<file path="src/design/dertlv_pkg.sv">
`timescale 1ns / 1ps
// Shared types, codes and constants for the DER TLV element parser.
package dertlv_pkg;

	localparam int MAX_LENGTH_OCTETS_DEF = 4;
	localparam logic [5:0] EXPECTED_TAG_RST = 6'd48;

	typedef enum logic [1:0] {
		REG_EXPECTED_TAG     = 2'd0,
		REG_CHECK_TAG        = 2'd1,
		REG_ALLOW_INDEFINITE = 2'd2,
		REG_DECODE_INTEGER   = 2'd3
	} reg_idx_t;

	typedef enum logic [1:0] {
		KIND_HEADER  = 2'd0,
		KIND_CONTENT = 2'd1,
		KIND_ERROR   = 2'd2
	} kind_t;

	typedef enum logic [2:0] {
		ERR_NONE         = 3'd0,
		ERR_TAG_MISMATCH = 3'd1,
		ERR_LEN_OCTETS   = 3'd2,
		ERR_INDEF        = 3'd3,
		ERR_HDR_TRUNC    = 3'd4,
		ERR_CONT_TRUNC   = 3'd5,
		ERR_BAD_INT_LEN  = 3'd6
	} err_t;

	typedef enum logic [3:0] {
		PH_TAG       = 4'b0001,
		PH_LEN_FIRST = 4'b0010,
		PH_LEN_LONG  = 4'b0100,
		PH_CONTENT   = 4'b1000
	} phase_t;

	typedef struct packed {
		logic [7:0] in_byte;
		logic       buffer_last;
	} in_item_t;

	typedef struct packed {
		logic [1:0]         kind;
		logic [7:0]         tag_byte;
		logic [31:0]        content_length;
		logic               definite;
		logic [7:0]         content_byte;
		logic               content_last;
		logic signed [31:0] int_value;
		logic               int_valid;
		logic [2:0]         error_code;
	} out_item_t;

	typedef struct packed {
		logic [5:0] expected_tag;
		logic       check_tag;
		logic       allow_indefinite;
		logic       decode_integer;
	} cfg_t;

	typedef struct packed {
		phase_t      phase;
		logic [7:0]  tag_reg;
		logic [2:0]  length_octets_left;
		logic [31:0] length_accum;
		logic [31:0] content_left;
		logic [31:0] int_accum;
	} parse_state_t;

endpackage

</file>
<file path="src/design/dertlv_cfg.sv">
`timescale 1ns / 1ps
// Configuration register file of the DER TLV element parser.
module dertlv_cfg (
	input  logic                  clk,
	input  logic                  arst_n,
	input  logic                  cfg_valid,
	output logic                  cfg_ready,
	input  logic [1:0]            cfg_index,
	input  logic [5:0]            cfg_data,
	output dertlv_pkg::cfg_t      cfg
);
	import dertlv_pkg::*;

	cfg_t cfg_q;

	assign cfg_ready = 1'b1;
	assign cfg = cfg_q;

	always_ff @(posedge clk or negedge arst_n) begin
		if (!arst_n) begin
			cfg_q.expected_tag     <= EXPECTED_TAG_RST;
			cfg_q.check_tag        <= 1'b1;
			cfg_q.allow_indefinite <= 1'b0;
			cfg_q.decode_integer   <= 1'b0;
		end else if (cfg_valid) begin
			case (reg_idx_t'(cfg_index))
				REG_EXPECTED_TAG:     cfg_q.expected_tag     <= cfg_data;
				REG_CHECK_TAG:        cfg_q.check_tag        <= cfg_data[0];
				REG_ALLOW_INDEFINITE: cfg_q.allow_indefinite <= cfg_data[0];
				REG_DECODE_INTEGER:   cfg_q.decode_integer   <= cfg_data[0];
				default: ;
			endcase
		end
	end

endmodule

</file>
<file path="src/design/dertlv_step.sv">
`timescale 1ns / 1ps
// Per-octet parse logic: next state and optional result for one octet.
module dertlv_step #(
	parameter int MAX_LENGTH_OCTETS = dertlv_pkg::MAX_LENGTH_OCTETS_DEF
) (
	input  dertlv_pkg::cfg_t         cfg,
	input  dertlv_pkg::parse_state_t st,
	input  dertlv_pkg::in_item_t     item,
	output dertlv_pkg::parse_state_t nxt,
	output logic                     emit,
	output dertlv_pkg::out_item_t    res
);
	import dertlv_pkg::*;

	localparam logic [6:0] MaxOct = 7'(MAX_LENGTH_OCTETS);

	logic [7:0]  b;
	logic        last;
	logic [31:0] acc_sh;
	logic [31:0] int_sh;
	logic [31:0] cnt_dec;
	logic [31:0] int_ext;
	logic        fin;
	logic [31:0] fin_len;
	logic        fin_def;
	logic        len_ok4;
	err_t        err;

	assign b    = item.in_byte;
	assign last = item.buffer_last;
	assign acc_sh  = {st.length_accum[23:0], b};
	assign int_sh  = {st.int_accum[23:0], b};
	assign cnt_dec = st.content_left - 32'd1;
	assign len_ok4 = (st.length_accum != 32'd0) && (st.length_accum <= 32'd4);

	always_comb begin
		case (st.length_accum[2:0])
			3'd1:    int_ext = {{24{int_sh[7]}}, int_sh[7:0]};
			3'd2:    int_ext = {{16{int_sh[15]}}, int_sh[15:0]};
			3'd3:    int_ext = {{8{int_sh[23]}}, int_sh[23:0]};
			default: int_ext = int_sh;
		endcase
	end

	always_comb begin
		nxt     = st;
		emit    = 1'b0;
		res     = '0;
		err     = ERR_NONE;
		fin     = 1'b0;
		fin_len = '0;
		fin_def = 1'b0;

		case (st.phase)
			PH_TAG: begin
				nxt.tag_reg = b;
				if (cfg.check_tag && (b[5:0] != cfg.expected_tag))
					err = ERR_TAG_MISMATCH;
				else if (last)
					err = ERR_HDR_TRUNC;
				else
					nxt.phase = PH_LEN_FIRST;
			end
			PH_LEN_FIRST: begin
				if (b[7]) begin
					if (b[6:0] > MaxOct)
						err = ERR_LEN_OCTETS;
					else if (b[6:0] == 7'd0) begin
						if (!cfg.allow_indefinite)
							err = ERR_INDEF;
						else
							fin = 1'b1;
					end else if (last)
						err = ERR_HDR_TRUNC;
					else begin
						nxt.length_octets_left = b[2:0];
						nxt.length_accum       = '0;
						nxt.phase              = PH_LEN_LONG;
					end
				end else begin
					fin     = 1'b1;
					fin_len = {24'd0, b};
					fin_def = 1'b1;
				end
			end
			PH_LEN_LONG: begin
				nxt.length_accum       = acc_sh;
				nxt.length_octets_left = st.length_octets_left - 3'd1;
				if (st.length_octets_left == 3'd1) begin
					fin     = 1'b1;
					fin_len = acc_sh;
					fin_def = 1'b1;
				end else if (last)
					err = ERR_HDR_TRUNC;
			end
			PH_CONTENT: begin
				nxt.int_accum    = int_sh;
				nxt.content_left = cnt_dec;
				if ((cnt_dec != 32'd0) && last)
					err = ERR_CONT_TRUNC;
				else begin
					emit               = 1'b1;
					res.kind           = KIND_CONTENT;
					res.tag_byte       = st.tag_reg;
					res.content_length = st.length_accum;
					res.definite       = 1'b1;
					res.content_byte   = b;
					if (cnt_dec == 32'd0) begin
						res.content_last = 1'b1;
						nxt.phase        = PH_TAG;
						if (cfg.decode_integer && len_ok4) begin
							res.int_value = int_ext;
							res.int_valid = 1'b1;
						end
					end
				end
			end
			default: nxt.phase = PH_TAG;
		endcase

		if (fin) begin
			if (cfg.decode_integer && ((fin_len == 32'd0) || (fin_len > 32'd4)))
				err = ERR_BAD_INT_LEN;
			else if (last && (fin_len != 32'd0))
				err = ERR_CONT_TRUNC;
			else begin
				emit               = 1'b1;
				res.kind           = KIND_HEADER;
				res.tag_byte       = st.tag_reg;
				res.content_length = fin_len;
				res.definite       = fin_def;
				nxt.length_accum   = fin_len;
				nxt.content_left   = fin_len;
				nxt.int_accum      = '0;
				nxt.phase          = (fin_len == 32'd0) ? PH_TAG : PH_CONTENT;
			end
		end

		if (err != ERR_NONE) begin
			emit           = 1'b1;
			res            = '0;
			res.kind       = KIND_ERROR;
			res.tag_byte   = nxt.tag_reg;
			res.error_code = err;
			nxt.phase      = PH_TAG;
		end
	end

endmodule

</file>
<file path="src/design/der_tlv_element_parser.sv">
`timescale 1ns / 1ps
// Top level of the DER TLV element parser.
// Parses an ASN.1 DER stream one octet per beat: tag check, length in short,
// long (up to MAX_LENGTH_OCTETS octets) or indefinite form, then content
// octets, with an optional signed integer decode of 1 to 4 octets. Each input
// beat gives zero or one result beat (header, content octet or error). One
// octet is taken every clock cycle unless an output stall holds the parse
// logic: an input register feeds the combinational parse logic that updates
// the parse state and loads the result register, and the result register
// decouples output stalls. Configuration writes take effect at once and are
// meant to be made while the block is idle.
module der_tlv_element_parser #(
	parameter int MAX_LENGTH_OCTETS = dertlv_pkg::MAX_LENGTH_OCTETS_DEF
) (
	input  logic                   clk,
	input  logic                   arst_n,
	input  logic                   in_valid,
	output logic                   in_ready,
	input  dertlv_pkg::in_item_t   in_data,
	output logic                   out_valid,
	input  logic                   out_ready,
	output dertlv_pkg::out_item_t  out_data,
	input  logic                   cfg_valid,
	output logic                   cfg_ready,
	input  logic [1:0]             cfg_index,
	input  logic [5:0]             cfg_data
);
	import dertlv_pkg::*;

	cfg_t         cfg;
	parse_state_t st_q;
	parse_state_t st_nxt;
	in_item_t     item_s1;
	logic         valid_s1;
	logic         emit;
	out_item_t    res;
	out_item_t    out_q;
	logic         out_valid_q;
	logic         step;

	dertlv_cfg u_cfg (
		.clk       (clk),
		.arst_n    (arst_n),
		.cfg_valid (cfg_valid),
		.cfg_ready (cfg_ready),
		.cfg_index (cfg_index),
		.cfg_data  (cfg_data),
		.cfg       (cfg)
	);

	dertlv_step #(
		.MAX_LENGTH_OCTETS (MAX_LENGTH_OCTETS)
	) u_step (
		.cfg  (cfg),
		.st   (st_q),
		.item (item_s1),
		.nxt  (st_nxt),
		.emit (emit),
		.res  (res)
	);

	assign step      = valid_s1 && (!out_valid_q || out_ready || !emit);
	assign in_ready  = !valid_s1 || step;
	assign out_valid = out_valid_q;
	assign out_data  = out_q;

	always_ff @(posedge clk or negedge arst_n) begin
		if (!arst_n) begin
			valid_s1                <= 1'b0;
			out_valid_q             <= 1'b0;
			st_q.phase              <= PH_TAG;
			st_q.tag_reg            <= '0;
			st_q.length_octets_left <= '0;
			st_q.length_accum       <= '0;
			st_q.content_left       <= '0;
			st_q.int_accum          <= '0;
		end else begin
			if (in_ready)
				valid_s1 <= in_valid;
			if (step) begin
				st_q <= st_nxt;
			end
			if (step && emit)
				out_valid_q <= 1'b1;
			else if (out_ready)
				out_valid_q <= 1'b0;
		end
	end

	always_ff @(posedge clk) begin
		if (in_ready && in_valid)
			item_s1 <= in_data;
		if (step && emit)
			out_q <= res;
	end

endmodule

</file>
<file path="config.mk">
export PLATFORM = sky130hd
export DESIGN_NAME = der_tlv_element_parser
export DESIGN_NICKNAME = d
export VERILOG_FILES = /design/src/design/dertlv_pkg.sv /design/src/design/dertlv_cfg.sv /design/src/design/dertlv_step.sv /design/src/design/der_tlv_element_parser.sv
export SDC_FILE = /design/constraint.sdc
export NUM_CORES = 1
export LEC_CHECK = 0
export BUFFER_PORTS_ARGS = -buffer_cell sky130_fd_sc_hd__buf_4
export CORE_UTILIZATION = 25
export CTS_CLUSTER_SIZE = 8
export DETAILED_ROUTE_END_ITERATION = 6
export PLACE_DENSITY = 0.53
export SLEW_MARGIN = 10
export SYNTH_ARGS = -nofsm -noshare
export SYNTH_HDL_FRONTEND = slang
export SYNTH_SLANG_ARGS = --single-unit
</file>
<file path="constraint.sdc">
create_clock -name clk -period 7.1 [get_ports clk]
set_clock_uncertainty 0.2 [all_clocks]
set_input_delay 0.355 -clock clk [delete_from_list [all_inputs] [get_ports clk]]
set_output_delay 0.355 -clock clk [all_outputs]
set_load 0.01 [all_outputs]
</file>
# Word level (Yosys, flattened, before mapping)
# Cells that the tools add are included.
[totals]
inputBits = 22
out_inout_bits = 91
word_cells = 145
reg_bits = 219
[op_classes]
bitwise = 3
order_cmp = 3
muxes = 64
eq_ne = 16
n_addsub = 2
n_reduce_logical = 34
[ops]
columns = ["op", "n"]
rows = [
  ["$mux W96", 3],
  ["$mux W35", 4],
  ["$mux W43", 3],
  ["$pmux W32 S3", 1],
  ["$reduce_bool A32 Y1", 3],
  ["$mux W86", 1],
  ["$mux W85", 1],
  ["$mux W84", 1],
  ["$pmux W35 S2", 1],
  ["$logic_not A32 Y1", 2],
  ["$mux W64", 1],
  ["$pmux W32 S2", 1],
  ["$mux W4", 13],
  ["$mux W34", 1],
  ["$mux W33", 1],
  ["$gt A32 B3 Y1 const B", 1],
  ["$le A32 B3 Y1 const B", 1],
  ["$mux W32", 1],
  ["$sub A32 B1 Y32 const B", 1],
  ["$mux W3", 10],
  ["$pmux W4 S4", 1],
  ["$mux W1", 14],
  ["$pmux W3 S4", 1],
  ["$logic_and A1 B1 Y1", 9],
  ["28 further kinds", 46],
]

# Depth between registers and ports, before layout
[depth]
word_depth = 15
ltp_mapped = 12
ltp_nobuf = 10

# By module
# A second synthesis with hierarchy kept.
[unflattened]
cells_unflattened = 1421
area_unflattened_um2 = 13838.3
[by_module_without_submodules]
columns = ["mod", "area_each_um2", "instances", "seq_area_each_um2", "cells_each"]
rows = [
  ["der_tlv_element_parser", 9619.2, 1, 5741.8, 738],
  ["dertlv_step", 3838.7, 1, 0.0, 659],
  ["dertlv_cfg", 380.4, 1, 229.0, 24],
]

# Worst setup path before layout
# Ideal clock, no wire load.
[synth_path]
path_type = "reg-to-reg"
from = "register st_q[107] in the netlist's numbering"
to = "register out_q (netlist bit out_data[0]) (enable)"
required_ns = 6.365
period_less_slack_ns = 6.748
arrival_ns = 6.013
setup_time_ns = 0.535
setup_slack_ns = 0.352
n_path_buf = 1
path_stages_with_launch = 10
cell_sequence = "dfstp_2 clkbuf_1 nor4b_1 nand2b_1 o221a_2 a21oi_1 a211oi_1 nand2_1 o21ai_0 nor2_1"
[synth_between]
elab_chain_len = 13
word_cells_on_any_way = 26
classes_between = "order compare: 1; eq/ne: 4; mux: 11; reduce/logical: 10"
[synth_lines]
columns = ["element", "line", "text"]
rows = [
  ["from (decl)", "der_tlv_element_parser.sv:31", "parse_state_t st_q;"],
  ["from (signal assigned)", "der_tlv_element_parser.sv:81", "st_q <= st_nxt;"],
  ["$eq A4 B3 Y1 / $eq A4 B2 Y1 (equally long branches)", "dertlv_step.sv:54", "case (st.phase)"],
  ["$pmux W32 S2", "dertlv_step.sv:54", ""],
  ["$gt A32 B3 Y1 (tied with other cells)", "dertlv_step.sv:122", "if (cfg.decode_integer && ((fin_len == 32'd0) || (fin_len > 32'd4)))"],
  ["$logic_or A1 B1 Y1 / $logic_and A1 B1 Y1 (equally long branches)", "dertlv_step.sv:122, dertlv_step.sv:124", ""],
  ["$logic_and A1 B1 Y1 / $mux W3 (equally long branches)", "dertlv_step.sv:122, dertlv_step.sv:124", ""],
  ["$mux W3", "dertlv_step.sv:122", ""],
  ["$mux W3", "dertlv_step.sv:121", "if (fin) begin"],
  ["$reduce_bool A3 Y1", "dertlv_step.sv:139", "if (err != ERR_NONE) begin"],
  ["$mux W1 *", "dertlv_step.sv:139", ""],
  ["$logic_not A1 Y1", "der_tlv_element_parser.sv:62", "assign step = valid_s1 && (!out_valid_q || out_ready || !emit);"],
  ["$logic_or A1 B1 Y1", "der_tlv_element_parser.sv:62", ""],
  ["$logic_and A1 B1 Y1", "der_tlv_element_parser.sv:62", ""],
  ["$logic_and A1 B1 Y1 *", "der_tlv_element_parser.sv:93", "if (step && emit)"],
  ["to (signal assigned)", "der_tlv_element_parser.sv:94", "out_q <= res;"],
  ["to (decl)", "der_tlv_element_parser.sv:37", "out_item_t out_q;"],
]
# Every way passes the cells marked *; elsewhere a longest branch is shown, timed or not.
# A chain may end at the register's enable or synchronous reset.

# Worst setup path after layout
[layout_path]
from = "register item_s1[6] in the netlist's numbering"
to = "output in_ready"
[layout_between]
elab_chain_len = 14
word_cells_on_any_way = 34
classes_between = "order compare: 2; eq/ne: 1; mux: 19; reduce/logical: 12"
[layout_lines]
columns = ["element", "line", "text"]
rows = [
  ["from (decl)", "der_tlv_element_parser.sv:33", "in_item_t item_s1;"],
  ["from (signal assigned)", "der_tlv_element_parser.sv:92", "item_s1 <= in_data;"],
  ["branches (longest 9 deep; another with $gt A32 B3 Y1)", "-", ""],
  ["$mux W1 *", "dertlv_step.sv:139", ""],
  ["$logic_not A1 Y1 *", "der_tlv_element_parser.sv:62", ""],
  ["$logic_or A1 B1 Y1 *", "der_tlv_element_parser.sv:62", ""],
  ["$logic_and A1 B1 Y1 *", "der_tlv_element_parser.sv:62", ""],
  ["$logic_or A1 B1 Y1 *", "der_tlv_element_parser.sv:63", "assign in_ready = !valid_s1 || step;"],
  ["to (decl)", "der_tlv_element_parser.sv:18", "output logic in_ready,"],
]
# Every way passes the cells marked *.

==> flow_metrics.py <==
metrics = {
    "run_status": {
        "outcome": "finished, final reports clean",
    },
    "finish": {
        "area_growth_pct": 23.98,
        "final_layout_size_suffix_gt1_frac": 0.1863,
        "fin_nets": 1055,
        "fillCellCount": 4075,
    },
    "synthesis": {
        "syn_area_mm2": 0.01008,
        "ys_seq_elements": 211,
        "synth_cell_type_count": 70,
        "yosysMostFrequentCell": "dfrtp_1",
        "synthFlopType": "dfrtp_1",
        "synth_warnings": 0,
        "synthTopCellsByArea": "edfxtp_1 (29%), dfrtp_1 (27%), a22o_1 (7.9%), a21oi_1 (3.5%), nor2_1 (2.6%)",
        "synthTopCellsByCount": "dfrtp_1 (110), edfxtp_1 (97), a22o_1 (91)",
        "synth_nets": 953,
        "synth_top_area_share": 0.2890,
        "synth-edff-count": 97,
        "syn_avg_cell_area_um2": 10.87,
        "synth_seq_area_share": 0.5726,
        "synthCells": 927,
        "synth_top_cell_by_area": "edfxtp_1",
        "postSynth.asyncResetShare": 0.5403,
    },
    "detailed_routing": {
        "wirelength_mm": 30.17,
        "drc_errors": 0,
        "wl_per_cell_um": 19.11,
        "vias_per_cell": 5.004,
        "route.vias.total": 7902,
        "ant_nets": 0,
        "drtIter0Drc": 607,
        "dr.pass1.iters": 5,
    },
    "global_route": {
        "antenna_found_initial": 2,
        "grt_first_pass_wirelength_mm": 46.40,
        "grt_pass1_vias": 7541,
        "grtUsageTotal": 0.1452,
        "grt_max_degree": 64,
        "grt.overflow.total": 0,
    },
    "flow_run": {
        "maxCapViolCount": 0,
    },
    "worst_setup_path": {
        "cp-start-kind": "register",
        "cp_top_family": "simple AND/OR/NAND/NOR gates",
        "cpMostUsedCell": "nor4_1",
        "critPathMaxStageDelay_ps": 680,
        "crit_chain": "nor4_1, nand3_1, nor4_1, nor3_1, nor2b_1, nand2_1, o211ai_1, buf_4",
        "cpMaxStageDelayCell": "edfxtp_1",
        "critPathBufInv": 1,
        "path_max_fanout": 10,
        "worstSetupEndpointType": "primary output",
        "cp.required_ps": 6550,
        "worst-setup-path-type": "reg2out",
        "cp_data_arrival_time_ps": 4130,
    },
    "sta": {
        "rsz0062_at_grt": "false",
        "slew_violations": 0,
        "worst_pin_slew_ps": 1186,
        "fin_tns_setup_ps": 0,
        "fin_crit_ps": 4689,
        "period_share": 0.6604,
        "fmax_mhz": 213.3,
        "maxSlewHeadroom": 0.2072,
        "hold_viol_final": 0,
        "finalSetupViolCount": 0,
    },
    "placement": {
        "routabilityCongestion": 0.8788,
        "io_buffers": 111,
        "dpl.hpwl_mm": 20.13,
    },
    "power": {
        "p_leak_nw": 4.683,
        "max-vdd-ir-drop_mv": 0.1993,
        "power_mw": 4.250,
        "power_density_mw_per_mm2": 340.1,
    },
    "clocking": {
        "clk_latency_ps": 550,
        "cts_tree": "done",
        "clkTransAtPathRegs_ps": 50,
        "clock-sinks": 211,
        "cts_inserted_buffers": 30,
        "post_cts.repair.setup_buffers": 0,
        "htree_levels": 1,
        "clk_path_buf_depth": 3,
        "cts_root_buffer": "clkbuf_16",
    },
    "floorplanning": {
        "die_w_um": 202.8,
        "initial_core_util": 0.2537,
        "core_area_mm2": 0.03973,
        "fp-row-count": 73,
        "ios": 113,
        "die_h_um": 202.8,
        "dieArea_mm2": 0.04112,
    },
    "worst_hold_path": {
        "hold_class": "in2async",
    },
}
placed cells by master (no fill, tap or decap), types with 6 or more instances in the layout:
cell type      instances
nand4_1               10
xnor2_1                9
a22o_1                91
dfrtp_1              110
nor2_1                67
nor4_1                22
inv_1                 22
xor2_1                 8
clkbuf_16             31
nand3_1                9
a21oi_1               70
or4_1                  6
mux2_2                17
or2_2                  6
o22ai_1                8
dlygate4sd3_1         23
nor3_1                30
buf_4                122
nand2_1               69
o21ai_0               49
clkbuf_1              23
nand2b_1               9
a22oi_1               13
and2_1                11
edfxtp_1              97
a31oi_1               10
or3_1                  8
cell families after synthesis:
kind of cell | after synthesis | synth area share
AOI/OAI and AO/OA | 291 | 0.2010
xor gates and xnor gates | 17 | 0.01477
adders and majority gates | 4 | 0.004966
buffers and inverters | 97 | 0.03774
DFF | 211 | 0.5726
muxes | 18 | 0.01999
other | 1 | 0.0003721
and+or+nand+nor | 288 | 0.1486
worst register-to-register path: cells and delay by family, from the launching register on:
family	cells	cell delay, ps
flip-flops	1	680
AO/OA/AOI/OAI	2	1020
AND/OR/NAND/NOR	6	2630
flip-flops by register name, summed over array words and instances (netlist names):
name	cells
st_q	103
out_data	88
item_s1	9
u_cfg.cfg	9
out_valid	1
valid_s1	1
report_power, final:
part	internal [mW]	switching, mW	total [mW]
clock network	0.806	0.516	1.32
logic	0.434	0.548	0.982
registers	1.62	0.330	1.95
routing by layer:
layer	share of wire	vias to the layer above	global-route usage
li1	-	3716	-
met1	0.45	3911	0.1989
met2	0.48	232	0.2368
met3	0.048	43	0.02167
met4	0.020	0	0.04243
met5	0	-	0
cell type report:
type / instances / area [um^2] / share of cell area
tap: 525 / 656.9 / 0.05257
clock inverter: 1 / 7.507 / 0.0006008
inverter: 22 / 82.58 / 0.006609
antenna: 2 / 5.005 / 0.0004005
sequential: 211 / 5771 / 0.4618
timing repair buffer: 145 / 1146 / 0.09172
clock buffer: 54 / 862.1 / 0.06899
multi-input combinational: 619 / 3965 / 0.3173
path summary, 6_finish.rpt:
kind | from | endpoint | slack, ps | cells after the start
max | item_s1[6] | in_ready | 2410 | 8
min | arst_n | st_q[14] | 210 | 2
max reg2reg | item_s1[6] | st_q[70] | 2450 | 8
min reg2reg | st_q[104] | st_q[104] | 300 | 1
max in group asynchronous | arst_n | st_q[52] | 5160 | 3
min in group clk | st_q[104] | st_q[104] | 300 | 1
through the flow:
step | instances | worst slack [ps] | utilization | cell area, um^2 | hold WS, ps
2_1_floorplan | 927 | 351.8 | - | 10080 | -140.6
3_3_place_gp | 1499 | 2548 | 0.2867 | 11390 | 288.4
3_5_place_dp | 1499 | 2487 | 0.2867 | 11390 | 283.7
4_1_cts | 1577 | 2368 | 0.3144 | 12490 | 250.0
5_1_grt | 1579 | 2031 | 0.3145 | 12500 | 300.5
6_report | 1579 | 2411 | 0.3145 | 12500 | 211.1
timing repair:
item,in CTS,in global routing
hold buffers,23,0
resized for setup,0,0
endpoints found under the hold margin,71,0
Power figures use the tool's default switching activity.
